## config.mk

```make
export PLATFORM = sky130hd
export DESIGN_NAME = ipv6_canonical_formatter_core
export DESIGN_NICKNAME = d
export VERILOG_FILES = /design/src/ipv6cf_pkg.sv /design/src/ipv6cf_front.sv /design/src/ipv6cf_queue.sv /design/src/ipv6cf_back.sv /design/src/ipv6_canonical_formatter_core.sv
export VERILOG_INCLUDE_DIRS = /design/src /design/src/src
export SDC_FILE = /design/constraint.sdc
export NUM_CORES = 1
export LEC_CHECK = 0
export BUFFER_PORTS_ARGS = -buffer_cell sky130_fd_sc_hd__buf_4
export CORE_AREA = 3 3 192 194
export CTS_CLUSTER_SIZE = 40
export DETAILED_ROUTE_END_ITERATION = 10
export DIE_AREA = 0 0 195 197
export PLACE_DENSITY = 0.68
export SLEW_MARGIN = 15
export SYNTH_ARGS = -nofsm -noshare
export SYNTH_HDL_FRONTEND = slang
export SYNTH_HIERARCHICAL = 1
export SYNTH_SLANG_ARGS = --single-unit
```

## constraint.sdc

```tcl
create_clock -name clk -period 22.7 [get_ports clk]
set_clock_uncertainty 0.2 [all_clocks]
set_input_delay 3.405 -clock clk [delete_from_list [all_inputs] [get_ports clk]]
set_output_delay 3.405 -clock clk [all_outputs]
set_load 0.01 [all_outputs]
```

## src/ipv6_canonical_formatter_core_defines.svh

```systemverilog
// Assertion macros shared by the formatter modules.
// Each macro expects signals named clk and rst_n in the calling scope.
`ifndef IPV6_CANONICAL_FORMATTER_CORE_DEFINES_SVH
`define IPV6_CANONICAL_FORMATTER_CORE_DEFINES_SVH

// Check that cons holds in the same cycle as ante
`define IPV6CF_ASSERT_IMPL(lbl, ante, cons, msg) \
  lbl: assert property (@(posedge clk) disable iff (!rst_n) (ante) |-> (cons)) \
    else $error(msg);

// Check that cons holds in the cycle after ante
`define IPV6CF_ASSERT_NEXT(lbl, ante, cons, msg) \
  lbl: assert property (@(posedge clk) disable iff (!rst_n) (ante) |=> (cons)) \
    else $error(msg);

`endif

```

## src/ipv6cf_pkg.sv

```systemverilog
package ipv6cf_pkg;

  localparam int NUM_GROUPS     = 8;
  localparam int GROUP_W        = 16;
  localparam int CHAR_W         = 7;
  localparam int QUEUE_DEPTH_DEF = 2;

  localparam logic [CHAR_W-1:0] CH_COLON = 7'h3a;
  localparam logic [CHAR_W-1:0] CH_DOT   = 7'h2e;
  localparam logic [CHAR_W-1:0] CH_ZERO  = 7'h30;
  localparam logic [CHAR_W-1:0] CH_HEX_A = 7'h57;  // 'a' minus ten

  // One classified request waiting for the text sequencer
  typedef struct packed {
    logic [NUM_GROUPS-1:0][GROUP_W-1:0] grp;
    logic                               has_run;
    logic [2:0]                         run_first;
    logic [3:0]                         run_end;   // first group after the run
    logic                               mapped;
  } job_t;

  typedef enum logic [2:0] {
    B_START,
    B_RUN,
    B_SEP,
    B_DIG,
    B_DEC,
    B_DOT,
    B_TAIL
  } back_state_t;

  // Position of the highest nonzero nibble, zero for a zero group
  function automatic logic [1:0] lead_nib(input logic [GROUP_W-1:0] v);
    if (v[15:12] != 4'h0) begin
      return 2'd3;
    end else if (v[11:8] != 4'h0) begin
      return 2'd2;
    end else if (v[7:4] != 4'h0) begin
      return 2'd1;
    end else begin
      return 2'd0;
    end
  endfunction

  function automatic logic [CHAR_W-1:0] hex_char(input logic [3:0] nib);
    if (nib < 4'd10) begin
      return CH_ZERO + {3'b000, nib};
    end else begin
      return CH_HEX_A + {3'b000, nib};
    end
  endfunction

  // Split an octet into hundreds, tens and ones: {h[1:0], t[3:0], o[3:0]}
  function automatic logic [9:0] dec_split(input logic [7:0] v);
    logic [1:0] h;
    logic [7:0] r;
    logic [3:0] t;
    logic [7:0] o;
    int         k;
    if (v >= 8'd200) begin
      h = 2'd2;
      r = v - 8'd200;
    end else if (v >= 8'd100) begin
      h = 2'd1;
      r = v - 8'd100;
    end else begin
      h = 2'd0;
      r = v;
    end
    t = 4'd0;
    for (k = 1; k < 10; k++) begin
      if (r >= 8'(k * 10)) begin
        t = 4'(k);
      end
    end
    o = r - ({4'b0000, t} << 3) - ({4'b0000, t} << 1);
    return {h, t, o[3:0]};
  endfunction

  // Position of the leading decimal digit of a split octet
  function automatic logic [1:0] lead_dec(input logic [9:0] d);
    if (d[9:8] != 2'd0) begin
      return 2'd2;
    end else if (d[7:4] != 4'd0) begin
      return 2'd1;
    end else begin
      return 2'd0;
    end
  endfunction

endpackage

```

## src/ipv6cf_front.sv

```systemverilog
module ipv6cf_front (
  input  logic                            in_valid,
  output logic                            in_stall,
  input  logic [ipv6cf_pkg::GROUP_W-1:0]  in_group_0,
  input  logic [ipv6cf_pkg::GROUP_W-1:0]  in_group_1,
  input  logic [ipv6cf_pkg::GROUP_W-1:0]  in_group_2,
  input  logic [ipv6cf_pkg::GROUP_W-1:0]  in_group_3,
  input  logic [ipv6cf_pkg::GROUP_W-1:0]  in_group_4,
  input  logic [ipv6cf_pkg::GROUP_W-1:0]  in_group_5,
  input  logic [ipv6cf_pkg::GROUP_W-1:0]  in_group_6,
  input  logic [ipv6cf_pkg::GROUP_W-1:0]  in_group_7,
  input  logic                            q_full,
  output logic                            q_push,
  output ipv6cf_pkg::job_t                q_job
);
  import ipv6cf_pkg::*;

  logic [NUM_GROUPS-1:0][GROUP_W-1:0] grp;
  logic [2:0] long_pos;
  logic [3:0] long_cnt;
  logic [2:0] cur_start;
  logic [3:0] cur_len;
  logic       in_zero_run;
  logic       has_run;

  // Stall while the queue has no free slot
  assign in_stall = q_full;
  assign q_push   = in_valid && !q_full;

  assign grp = {in_group_7, in_group_6, in_group_5, in_group_4,
                in_group_3, in_group_2, in_group_1, in_group_0};

  // Find the first longest run of zero groups
  always_comb begin
    long_pos    = 3'd0;
    long_cnt    = 4'd0;
    cur_start   = 3'd0;
    cur_len     = 4'd0;
    in_zero_run = 1'b0;
    for (int i = 0; i < NUM_GROUPS; i++) begin
      if (grp[i] != '0) begin
        in_zero_run = 1'b0;
      end else begin
        if (!in_zero_run) begin
          cur_start   = 3'(i);
          cur_len     = 4'd0;
          in_zero_run = 1'b1;
        end
        cur_len = cur_len + 4'd1;
        if (cur_len > long_cnt) begin
          long_cnt = cur_len;
          long_pos = cur_start;
        end
      end
    end
  end

  // Pack the classified request
  assign has_run = (long_cnt >= 4'd2);

  always_comb begin
    q_job.grp       = grp;
    q_job.has_run   = has_run;
    q_job.run_first = long_pos;
    q_job.run_end   = {1'b0, long_pos} + long_cnt;
    q_job.mapped    = has_run && (long_pos == 3'd0) && (long_cnt == 4'd5)
                      && (in_group_5 == 16'hffff);
  end

endmodule

```

## src/ipv6cf_queue.sv

```systemverilog
`include "ipv6_canonical_formatter_core_defines.svh"

module ipv6cf_queue #(
  parameter int DEPTH = ipv6cf_pkg::QUEUE_DEPTH_DEF
) (
  input  logic             clk,
  input  logic             rst_n,
  input  logic             push,
  input  ipv6cf_pkg::job_t push_job,
  output logic             full,
  input  logic             pop,
  output logic             head_valid,
  output ipv6cf_pkg::job_t head_job
);
  import ipv6cf_pkg::*;

  localparam int PtrW = (DEPTH > 1) ? $clog2(DEPTH) : 1;
  localparam int CntW = $clog2(DEPTH + 1);
  localparam logic [PtrW-1:0] LastPtr = PtrW'(DEPTH - 1);
  localparam logic [CntW-1:0] FullCnt = CntW'(DEPTH);

  job_t            slot_r [DEPTH];
  logic [PtrW-1:0] wr_ptr_r, wr_ptr_nxt;
  logic [PtrW-1:0] rd_ptr_r, rd_ptr_nxt;
  logic [CntW-1:0] cnt_r, cnt_nxt;

  assign full       = (cnt_r == FullCnt);
  assign head_valid = (cnt_r != '0);
  assign head_job   = slot_r[rd_ptr_r];

  // Advance pointers and occupancy
  always_comb begin
    wr_ptr_nxt = wr_ptr_r;
    rd_ptr_nxt = rd_ptr_r;
    cnt_nxt    = cnt_r;
    if (push) begin
      wr_ptr_nxt = (wr_ptr_r == LastPtr) ? '0 : wr_ptr_r + 1'b1;
    end
    if (pop) begin
      rd_ptr_nxt = (rd_ptr_r == LastPtr) ? '0 : rd_ptr_r + 1'b1;
    end
    if (push && !pop) begin
      cnt_nxt = cnt_r + 1'b1;
    end else if (pop && !push) begin
      cnt_nxt = cnt_r - 1'b1;
    end
  end

  always_ff @(posedge clk) begin
    if (!rst_n) begin
      wr_ptr_r <= '0;
      rd_ptr_r <= '0;
      cnt_r    <= '0;
    end else begin
      wr_ptr_r <= wr_ptr_nxt;
      rd_ptr_r <= rd_ptr_nxt;
      cnt_r    <= cnt_nxt;
    end
  end

  // Store incoming requests
  always_ff @(posedge clk) begin
    if (push) begin
      slot_r[wr_ptr_r] <= push_job;
    end
  end

  `IPV6CF_ASSERT_IMPL(a_no_push_full, push, cnt_r < FullCnt, "queue overflow")
  `IPV6CF_ASSERT_IMPL(a_no_pop_empty, pop, cnt_r != '0, "queue underflow")
  `IPV6CF_ASSERT_NEXT(a_push_fills, push && !pop, cnt_r != '0, "push lost")

endmodule

```

## src/ipv6cf_back.sv

```systemverilog
`include "ipv6_canonical_formatter_core_defines.svh"

module ipv6cf_back (
  input  logic                           clk,
  input  logic                           rst_n,
  input  logic                           job_valid,
  input  ipv6cf_pkg::job_t               job,
  output logic                           job_pop,
  output logic                           out_valid,
  input  logic                           out_stall,
  output logic [ipv6cf_pkg::CHAR_W-1:0]  out_char_code,
  output logic                           out_last
);
  import ipv6cf_pkg::*;

  back_state_t       st_r, st_nxt;
  logic [2:0]        gi_r, gi_nxt;
  logic [1:0]        np_r, np_nxt;
  logic [1:0]        oi_r, oi_nxt;
  logic [1:0]        dp_r, dp_nxt;
  logic              out_valid_r;
  logic [CHAR_W-1:0] out_char_r;
  logic              out_last_r;

  logic              fire;
  logic [CHAR_W-1:0] cur_char;
  logic              cur_last;
  logic [3:0]        ent_gi;
  logic [2:0]        ent_idx;
  logic              ent_in_run;
  back_state_t       ent_state;
  logic [7:0]        octet;
  logic [9:0]        dsplit;
  logic [7:0]        next_octet;
  logic [9:0]        next_dsplit;
  logic [3:0]        dec_digit;

  // Emit one character whenever the output register is free
  assign fire = (st_r != B_START) && (!out_valid_r || !out_stall);

  // Pick the octet of groups six and seven for the dotted form
  always_comb begin
    case (oi_r)
      2'd0:    octet = job.grp[6][15:8];
      2'd1:    octet = job.grp[6][7:0];
      2'd2:    octet = job.grp[7][15:8];
      default: octet = job.grp[7][7:0];
    endcase
    case (oi_r + 2'd1)
      2'd0:    next_octet = job.grp[6][15:8];
      2'd1:    next_octet = job.grp[6][7:0];
      2'd2:    next_octet = job.grp[7][15:8];
      default: next_octet = job.grp[7][7:0];
    endcase
  end

  assign dsplit      = dec_split(octet);
  assign next_dsplit = dec_split(next_octet);

  always_comb begin
    case (dp_r)
      2'd2:    dec_digit = {2'b00, dsplit[9:8]};
      2'd1:    dec_digit = dsplit[7:4];
      default: dec_digit = dsplit[3:0];
    endcase
  end

  // Select the group to enter next
  always_comb begin
    case (st_r)
      B_RUN:   ent_gi = job.run_end;
      B_DIG:   ent_gi = {1'b0, gi_r} + 4'd1;
      default: ent_gi = 4'd0;
    endcase
  end

  assign ent_idx    = ent_gi[2:0];
  assign ent_in_run = job.has_run && (ent_idx >= job.run_first)
                      && ({1'b0, ent_idx} < job.run_end);

  // Decide how the entered group starts
  always_comb begin
    if (ent_gi[3]) begin
      ent_state = B_TAIL;
    end else if (ent_in_run) begin
      ent_state = B_RUN;
    end else if (ent_idx != 3'd0) begin
      ent_state = B_SEP;
    end else begin
      ent_state = B_DIG;
    end
  end

  // Sequence characters of the current request
  always_comb begin
    st_nxt   = st_r;
    gi_nxt   = gi_r;
    np_nxt   = np_r;
    oi_nxt   = oi_r;
    dp_nxt   = dp_r;
    cur_char = CH_COLON;
    cur_last = 1'b0;
    case (st_r)
      B_START: begin
        if (job_valid) begin
          st_nxt = ent_state;
          gi_nxt = ent_idx;
          np_nxt = lead_nib(job.grp[ent_idx]);
          oi_nxt = 2'd0;
        end
      end
      B_RUN: begin
        cur_char = CH_COLON;
        if (fire) begin
          st_nxt = ent_state;
          gi_nxt = ent_idx;
          np_nxt = lead_nib(job.grp[ent_idx]);
        end
      end
      B_SEP: begin
        cur_char = CH_COLON;
        if (fire) begin
          if (job.mapped && (gi_r == 3'd6)) begin
            st_nxt = B_DEC;
            oi_nxt = 2'd0;
            dp_nxt = lead_dec(dsplit);
          end else begin
            st_nxt = B_DIG;
            np_nxt = lead_nib(job.grp[gi_r]);
          end
        end
      end
      B_DIG: begin
        cur_char = hex_char(job.grp[gi_r][{np_r, 2'b00} +: 4]);
        cur_last = (np_r == 2'd0) && (gi_r == 3'd7);
        if (fire) begin
          if (np_r != 2'd0) begin
            np_nxt = np_r - 2'd1;
          end else if (gi_r == 3'd7) begin
            st_nxt = B_START;
          end else begin
            st_nxt = ent_state;
            gi_nxt = ent_idx;
            np_nxt = lead_nib(job.grp[ent_idx]);
          end
        end
      end
      B_DEC: begin
        cur_char = CH_ZERO + {3'b000, dec_digit};
        cur_last = (dp_r == 2'd0) && (oi_r == 2'd3);
        if (fire) begin
          if (dp_r != 2'd0) begin
            dp_nxt = dp_r - 2'd1;
          end else if (oi_r == 2'd3) begin
            st_nxt = B_START;
          end else begin
            st_nxt = B_DOT;
          end
        end
      end
      B_DOT: begin
        cur_char = CH_DOT;
        if (fire) begin
          st_nxt = B_DEC;
          oi_nxt = oi_r + 2'd1;
          dp_nxt = lead_dec(next_dsplit);
        end
      end
      B_TAIL: begin
        cur_char = CH_COLON;
        cur_last = 1'b1;
        if (fire) begin
          st_nxt = B_START;
        end
      end
      default: begin
        st_nxt = B_START;
      end
    endcase
  end

  // Drop the request once its final character is emitted
  assign job_pop = fire && cur_last;

  always_ff @(posedge clk) begin
    if (!rst_n) begin
      st_r        <= B_START;
      out_valid_r <= 1'b0;
    end else begin
      st_r <= st_nxt;
      if (fire) begin
        out_valid_r <= 1'b1;
      end else if (!out_stall) begin
        out_valid_r <= 1'b0;
      end
    end
  end

  // Hold counters and output payload
  always_ff @(posedge clk) begin
    gi_r <= gi_nxt;
    np_r <= np_nxt;
    oi_r <= oi_nxt;
    dp_r <= dp_nxt;
    if (fire) begin
      out_char_r <= cur_char;
      out_last_r <= cur_last;
    end
  end

  assign out_valid     = out_valid_r;
  assign out_char_code = out_char_r;
  assign out_last      = out_last_r;

  `IPV6CF_ASSERT_IMPL(a_busy_has_job, st_r != B_START, job_valid, "sequencer without request")
  `IPV6CF_ASSERT_IMPL(a_tail_run_end, st_r == B_TAIL, job.has_run && job.run_end == 4'd8,
                      "trailing colon without run at end")
  `IPV6CF_ASSERT_IMPL(a_dec_mapped, st_r == B_DEC, job.mapped && gi_r == 3'd6,
                      "dotted form outside mapped address")
  `IPV6CF_ASSERT_IMPL(a_run_start, st_r == B_RUN, job.has_run && gi_r == job.run_first,
                      "elision outside run start")

endmodule

```

## src/ipv6_canonical_formatter_core.sv

```systemverilog
// Canonical IPv6 text formatter.
// Input channel: one request per address, eight 16-bit groups (in_group_0
// most significant), accepted when in_valid is high and in_stall is low.
// Output channel: one ASCII character per transfer on out_char_code, with
// out_last set on the final character; taken when out_valid is high and
// out_stall is low. Text is 2 to 39 characters long.
// A classifier finds the zero run to elide and the mapped form, and places
// the request in a small queue; a sequencer then walks the groups and emits
// one character per cycle, while the receiver does not stall, into an
// output register. An accepted request is written into the queue; the
// sequencer loads it from the queue head in a separate step and then
// registers each character in the output register, so it takes the next
// request only after the last character of the previous one.
// in_stall rises only when the queue is full; the classifier takes further
// requests while the sequencer is busy or the receiver stalls.
// A stalled output holds its character; the sequencer waits for it.
// Synchronous reset empties the queue and drops any partly emitted text.
module ipv6_canonical_formatter_core #(
  parameter int QUEUE_DEPTH = ipv6cf_pkg::QUEUE_DEPTH_DEF
) (
  input  logic                           clk,
  input  logic                           rst_n,
  input  logic                           in_valid,
  output logic                           in_stall,
  input  logic [ipv6cf_pkg::GROUP_W-1:0] in_group_0,
  input  logic [ipv6cf_pkg::GROUP_W-1:0] in_group_1,
  input  logic [ipv6cf_pkg::GROUP_W-1:0] in_group_2,
  input  logic [ipv6cf_pkg::GROUP_W-1:0] in_group_3,
  input  logic [ipv6cf_pkg::GROUP_W-1:0] in_group_4,
  input  logic [ipv6cf_pkg::GROUP_W-1:0] in_group_5,
  input  logic [ipv6cf_pkg::GROUP_W-1:0] in_group_6,
  input  logic [ipv6cf_pkg::GROUP_W-1:0] in_group_7,
  output logic                           out_valid,
  input  logic                           out_stall,
  output logic [ipv6cf_pkg::CHAR_W-1:0]  out_char_code,
  output logic                           out_last
);
  import ipv6cf_pkg::*;

  logic q_full;
  logic q_push;
  logic q_pop;
  logic q_valid;
  job_t push_job;
  job_t head_job;

  // Classify incoming requests
  ipv6cf_front u_front (
    .in_valid   (in_valid),
    .in_stall   (in_stall),
    .in_group_0 (in_group_0),
    .in_group_1 (in_group_1),
    .in_group_2 (in_group_2),
    .in_group_3 (in_group_3),
    .in_group_4 (in_group_4),
    .in_group_5 (in_group_5),
    .in_group_6 (in_group_6),
    .in_group_7 (in_group_7),
    .q_full     (q_full),
    .q_push     (q_push),
    .q_job      (push_job)
  );

  // Buffer classified requests
  ipv6cf_queue #(
    .DEPTH (QUEUE_DEPTH)
  ) u_queue (
    .clk        (clk),
    .rst_n      (rst_n),
    .push       (q_push),
    .push_job   (push_job),
    .full       (q_full),
    .pop        (q_pop),
    .head_valid (q_valid),
    .head_job   (head_job)
  );

  // Emit text one character per cycle while the output is not stalled
  ipv6cf_back u_back (
    .clk           (clk),
    .rst_n         (rst_n),
    .job_valid     (q_valid),
    .job           (head_job),
    .job_pop       (q_pop),
    .out_valid     (out_valid),
    .out_stall     (out_stall),
    .out_char_code (out_char_code),
    .out_last      (out_last)
  );

endmodule

```

==> flow_metrics.env <==
export IMPL_status="finished clean"
export IMPL_fin_crit_ps=15430
export IMPL_max_freq_ghz=0.06481
export IMPL_synthTopCellsByArea="edfxtp_1 (49%), mux2_2 (9.1%), buf_4 (5.7%), mux4_2 (4.7%), ha_1 (3.5%)"
export IMPL_area_growth_syn_to_layout_pct=8.498
export IMPL_power_density_nw_per_um2=111.9
export IMPL_setup_ws_ps=7270
export IMPL_cts_tree="yes"
export IMPL_die_h_um=197
export IMPL_ys_ff_latch=300
export IMPL_ios=142
export IMPL_clk_latency_ps=550
export IMPL_synth_fp_nets=1568
export IMPL_grt_pass1_vias=11210
export IMPL_post_cts_buffers=0
export IMPL_r2r_setup_slack_ps=17080
export IMPL_irDropWorstVdd_mv=0.06783
export IMPL_firstDrtPassIters=9
export IMPL_drc=0
export IMPL_synth_area_leader_cell="edfxtp_1"
export IMPL_relSlewSlack_pct=24.85
export IMPL_clockBufferDepth=3
export IMPL_drt_antenna_violating_nets=0
export IMPL_utilization_pct=54.16
export IMPL_grt_first_pass_wirelength_mm=66.70
export IMPL_grt_max_degree=77
export IMPL_rsz0062_at_grt="no"
export IMPL_fin_crit_sh_pct=67.97
export IMPL_start_util_pct=49.92
export IMPL_postSynthAreaPerCell_sq_um=12.75
export IMPL_cts_sink_count=300
export IMPL_critPathMaxFanout=14
export IMPL_end_kind="register"
export IMPL_grt_usage_pct=22.66
export IMPL_cts_hold_buf=0
export IMPL_synthArstFlopShare_pct=0
export IMPL_yosysTopAreaCellShare_pct=49.46
export IMPL_p_comb_share_pct=40.1
export IMPL_nNetsFinal=1571
export IMPL_numCtsBuffers=34
export IMPL_start_kind="input pin"
export IMPL_hpwl_mm=32.89
export IMPL_drt_iter0_drc=1344
export IMPL_overflow=0
export IMPL_synthCells=1386
export IMPL_ys_types=103
export IMPL_finalSetupTns_ps=0
export IMPL_final_layout_size_suffix_gt1_share_pct=31.26
export IMPL_cts_resized=0
export IMPL_tightest_slew_ps=1127
export IMPL_crit_end="u_queue/slot_r[1][4]"
export IMPL_swShare_pct=35.62
export IMPL_slew_viol_final=0
export IMPL_core_area_sq_um=35400
export IMPL_setup_viol=0
export IMPL_r2r_cells=17
export IMPL_fillers=2927
export IMPL_maxCapViolations=0
export IMPL_syn_area_sq_um=17670
export IMPL_pre_cts_ws_ps=6900
export IMPL_ys_seq_area_share_pct=50.48
export IMPL_vias_per_cell=6.181
export IMPL_totalPowerFinal_mw=2.144
export IMPL_synth_edf_count=291
export IMPL_leakage_nw=6.737
export IMPL_ys_warn_count=6
export IMPL_critPathMaxStageDelay_ps=920
export IMPL_io_buffer_count=141
export IMPL_p_switching_mw=0.7639
export IMPL_root_buffer="clkbuf_16"
export IMPL_crit_slowest_cell="o311ai_0"
export IMPL_yosys_most_used_dff="edfxtp_1"
export IMPL_internal_power_mw=1.380
export IMPL_hold_viol_final=0
export IMPL_reg2reg_to="u_back/out_char_code[3]"
export IMPL_layout_commonest_cell="edfxtp_1"
export IMPL_cpMostUsedCell="ha_1"
export IMPL_layout_common_cells="edfxtp_1 (291), buf_4 (150), mux2_2 (143)"
export IMPL_rows=69
export IMPL_critical_path_class="in -> reg"
export IMPL_cts_max_level=2
export IMPL_die_area_sq_um=38420
export IMPL_die_width_um=195
export IMPL_wl_per_cell_um=23.70
export IMPL_hold_class="reg -> reg"
export IMPL_cp_startpoint="in_group_1[10]"
export IMPL_seqPwrFrac_pct=34.7
export IMPL_drt_wl_total_mm=44.47
export IMPL_grt_antenna_before_repair=1
export IMPL_via_count=11600
export IMPL_gp_congestion=0.9386
export IMPL_path_clk_slew_ps=60
export IMPL_clock_power_share_pct=25.3
export IMPL_worstPathArrival_ps=15510
export IMPL_required_ps=22780
## layout make-up
cell class | instances | area [sq um] | area share [%]
Sequential cell | 300 | 8922 | 46.54
Multi-Input combinational cell | 851 | 7238 | 37.76
Timing Repair Buffer | 150 | 1126 | 5.874
Clock buffer | 41 | 908.4 | 4.739
Tap cell | 461 | 576.8 | 3.009
Clock inverter | 20 | 200.2 | 1.044
Inverter | 52 | 195.2 | 1.018
Antenna cell | 1 | 2.502 | 0.01305
## logic make-up (layout without fill, tap and decap cells)
logic type / count (synthesis) / in the layout / share of synthesized area [%]
and+or+nand+nor: 327 / 327 / 10.57
xor gates and xnor gates: 15 / 15 / 0.7436
muxes: 213 / 213 / 15.74
adders and majority gates: 52 / 52 / 3.711
DFF: 300 / 300 / 50.48
other: 1 / 2 / 0.02122
AOI/OAI and AO/OA: 243 / 243 / 10.10
buffers and inverters: 235 / 263 / 8.640
## registers in the layout, summed over array words and instances (netlist names), named ones only
name / cells
u_back/np_r: 2
u_back/out_last: 1
u_queue/cnt_r: 2
u_back/st_r: 3
u_back/out_char_code: 7
u_queue/rd_ptr_r: 1
u_queue/wr_ptr_r: 1
u_queue/slot_r: 274
u_back/gi_r: 3
u_back/dp_r: 2
u_back/out_valid: 1
u_back/oi_r: 2
## synth_stat cells, types with 11 or more instances
master	number
a211oi_1	13
a21oi_1	43
a222oi_1	13
a31oi_1	11
buf_2	13
buf_4	133
buf_6	17
clkbuf_1	18
edfxtp_1	291
ha_1	49
inv_1	45
mux2_2	143
mux2i_1	31
mux4_2	37
nand2_1	69
nand3_1	18
nand4_1	19
nor2_1	62
nor2b_1	15
nor3_1	29
nor4_1	38
o21ai_0	48
## worst max-delay path, delay by kind of cell
kind / cells / cell delay (ps)
buffers and inverters: 5 / 610
AO/OA/AOI/OAI: 18 / 4570
XOR/XNOR: 2 / 240
AND/OR/NAND/NOR: 17 / 3640
adder cells (fa/ha/maj): 10 / 3010
## how the worst min path moves through the flow
stage | startpoint | endpoint | slack (ps) | cells after the start
after floorplan | u_queue/cnt_r[1] | u_queue/cnt_r[1] | 260 | 2
after global placement | u_queue/cnt_r[1] | u_queue/cnt_r[1] | 280 | 2
after detailed placement | u_queue/cnt_r[1] | u_queue/cnt_r[1] | 290 | 2
after CTS | u_queue/cnt_r[1] | u_queue/cnt_r[1] | 300 | 2
after global routing | u_queue/cnt_r[1] | u_queue/cnt_r[1] | 340 | 2
final | u_queue/cnt_r[1] | u_queue/cnt_r[1] | 300 | 2
## stage by stage
stage | cells | instance area [sq um] | hold slack [ps]
final | 1876 | 19170 | 295.7
after global routing | 1875 | 19170 | 341.0
after CTS | 1875 | 19170 | 302.4
after detailed placement | 1814 | 18060 | 294.8
after global placement | 1814 | 18060 | 278.2
after floorplan | 1386 | 17670 | 261.2
## power groups by stage
| stage | combinational [mW] | clock [mW] | sequential, mW |
|---|---|---|---|
| final | 0.859 | 0.541 | 0.744 |
| after global routing | 0.930 | 0.575 | 0.752 |
| after CTS | 0.848 | 0.555 | 0.744 |
| after detailed placement | 0.843 | 0 | 0.755 |
| after global placement | 0.832 | 0 | 0.751 |
| after floorplan | 0.661 | 0 | 0.742 |
## per-layer routing
layer | global-route usage (%) | wire length [um] | vias up
met2 | 36.51 | 20850 | 484
met1 | 31.42 | 19410 | 5730
li1 | - | - | 5310
met5 | 0 | 0 | -
met3 | 3.709 | 2854 | 71
met4 | 8.080 | 1360 | 0
Power figures use the tool's default switching activity.
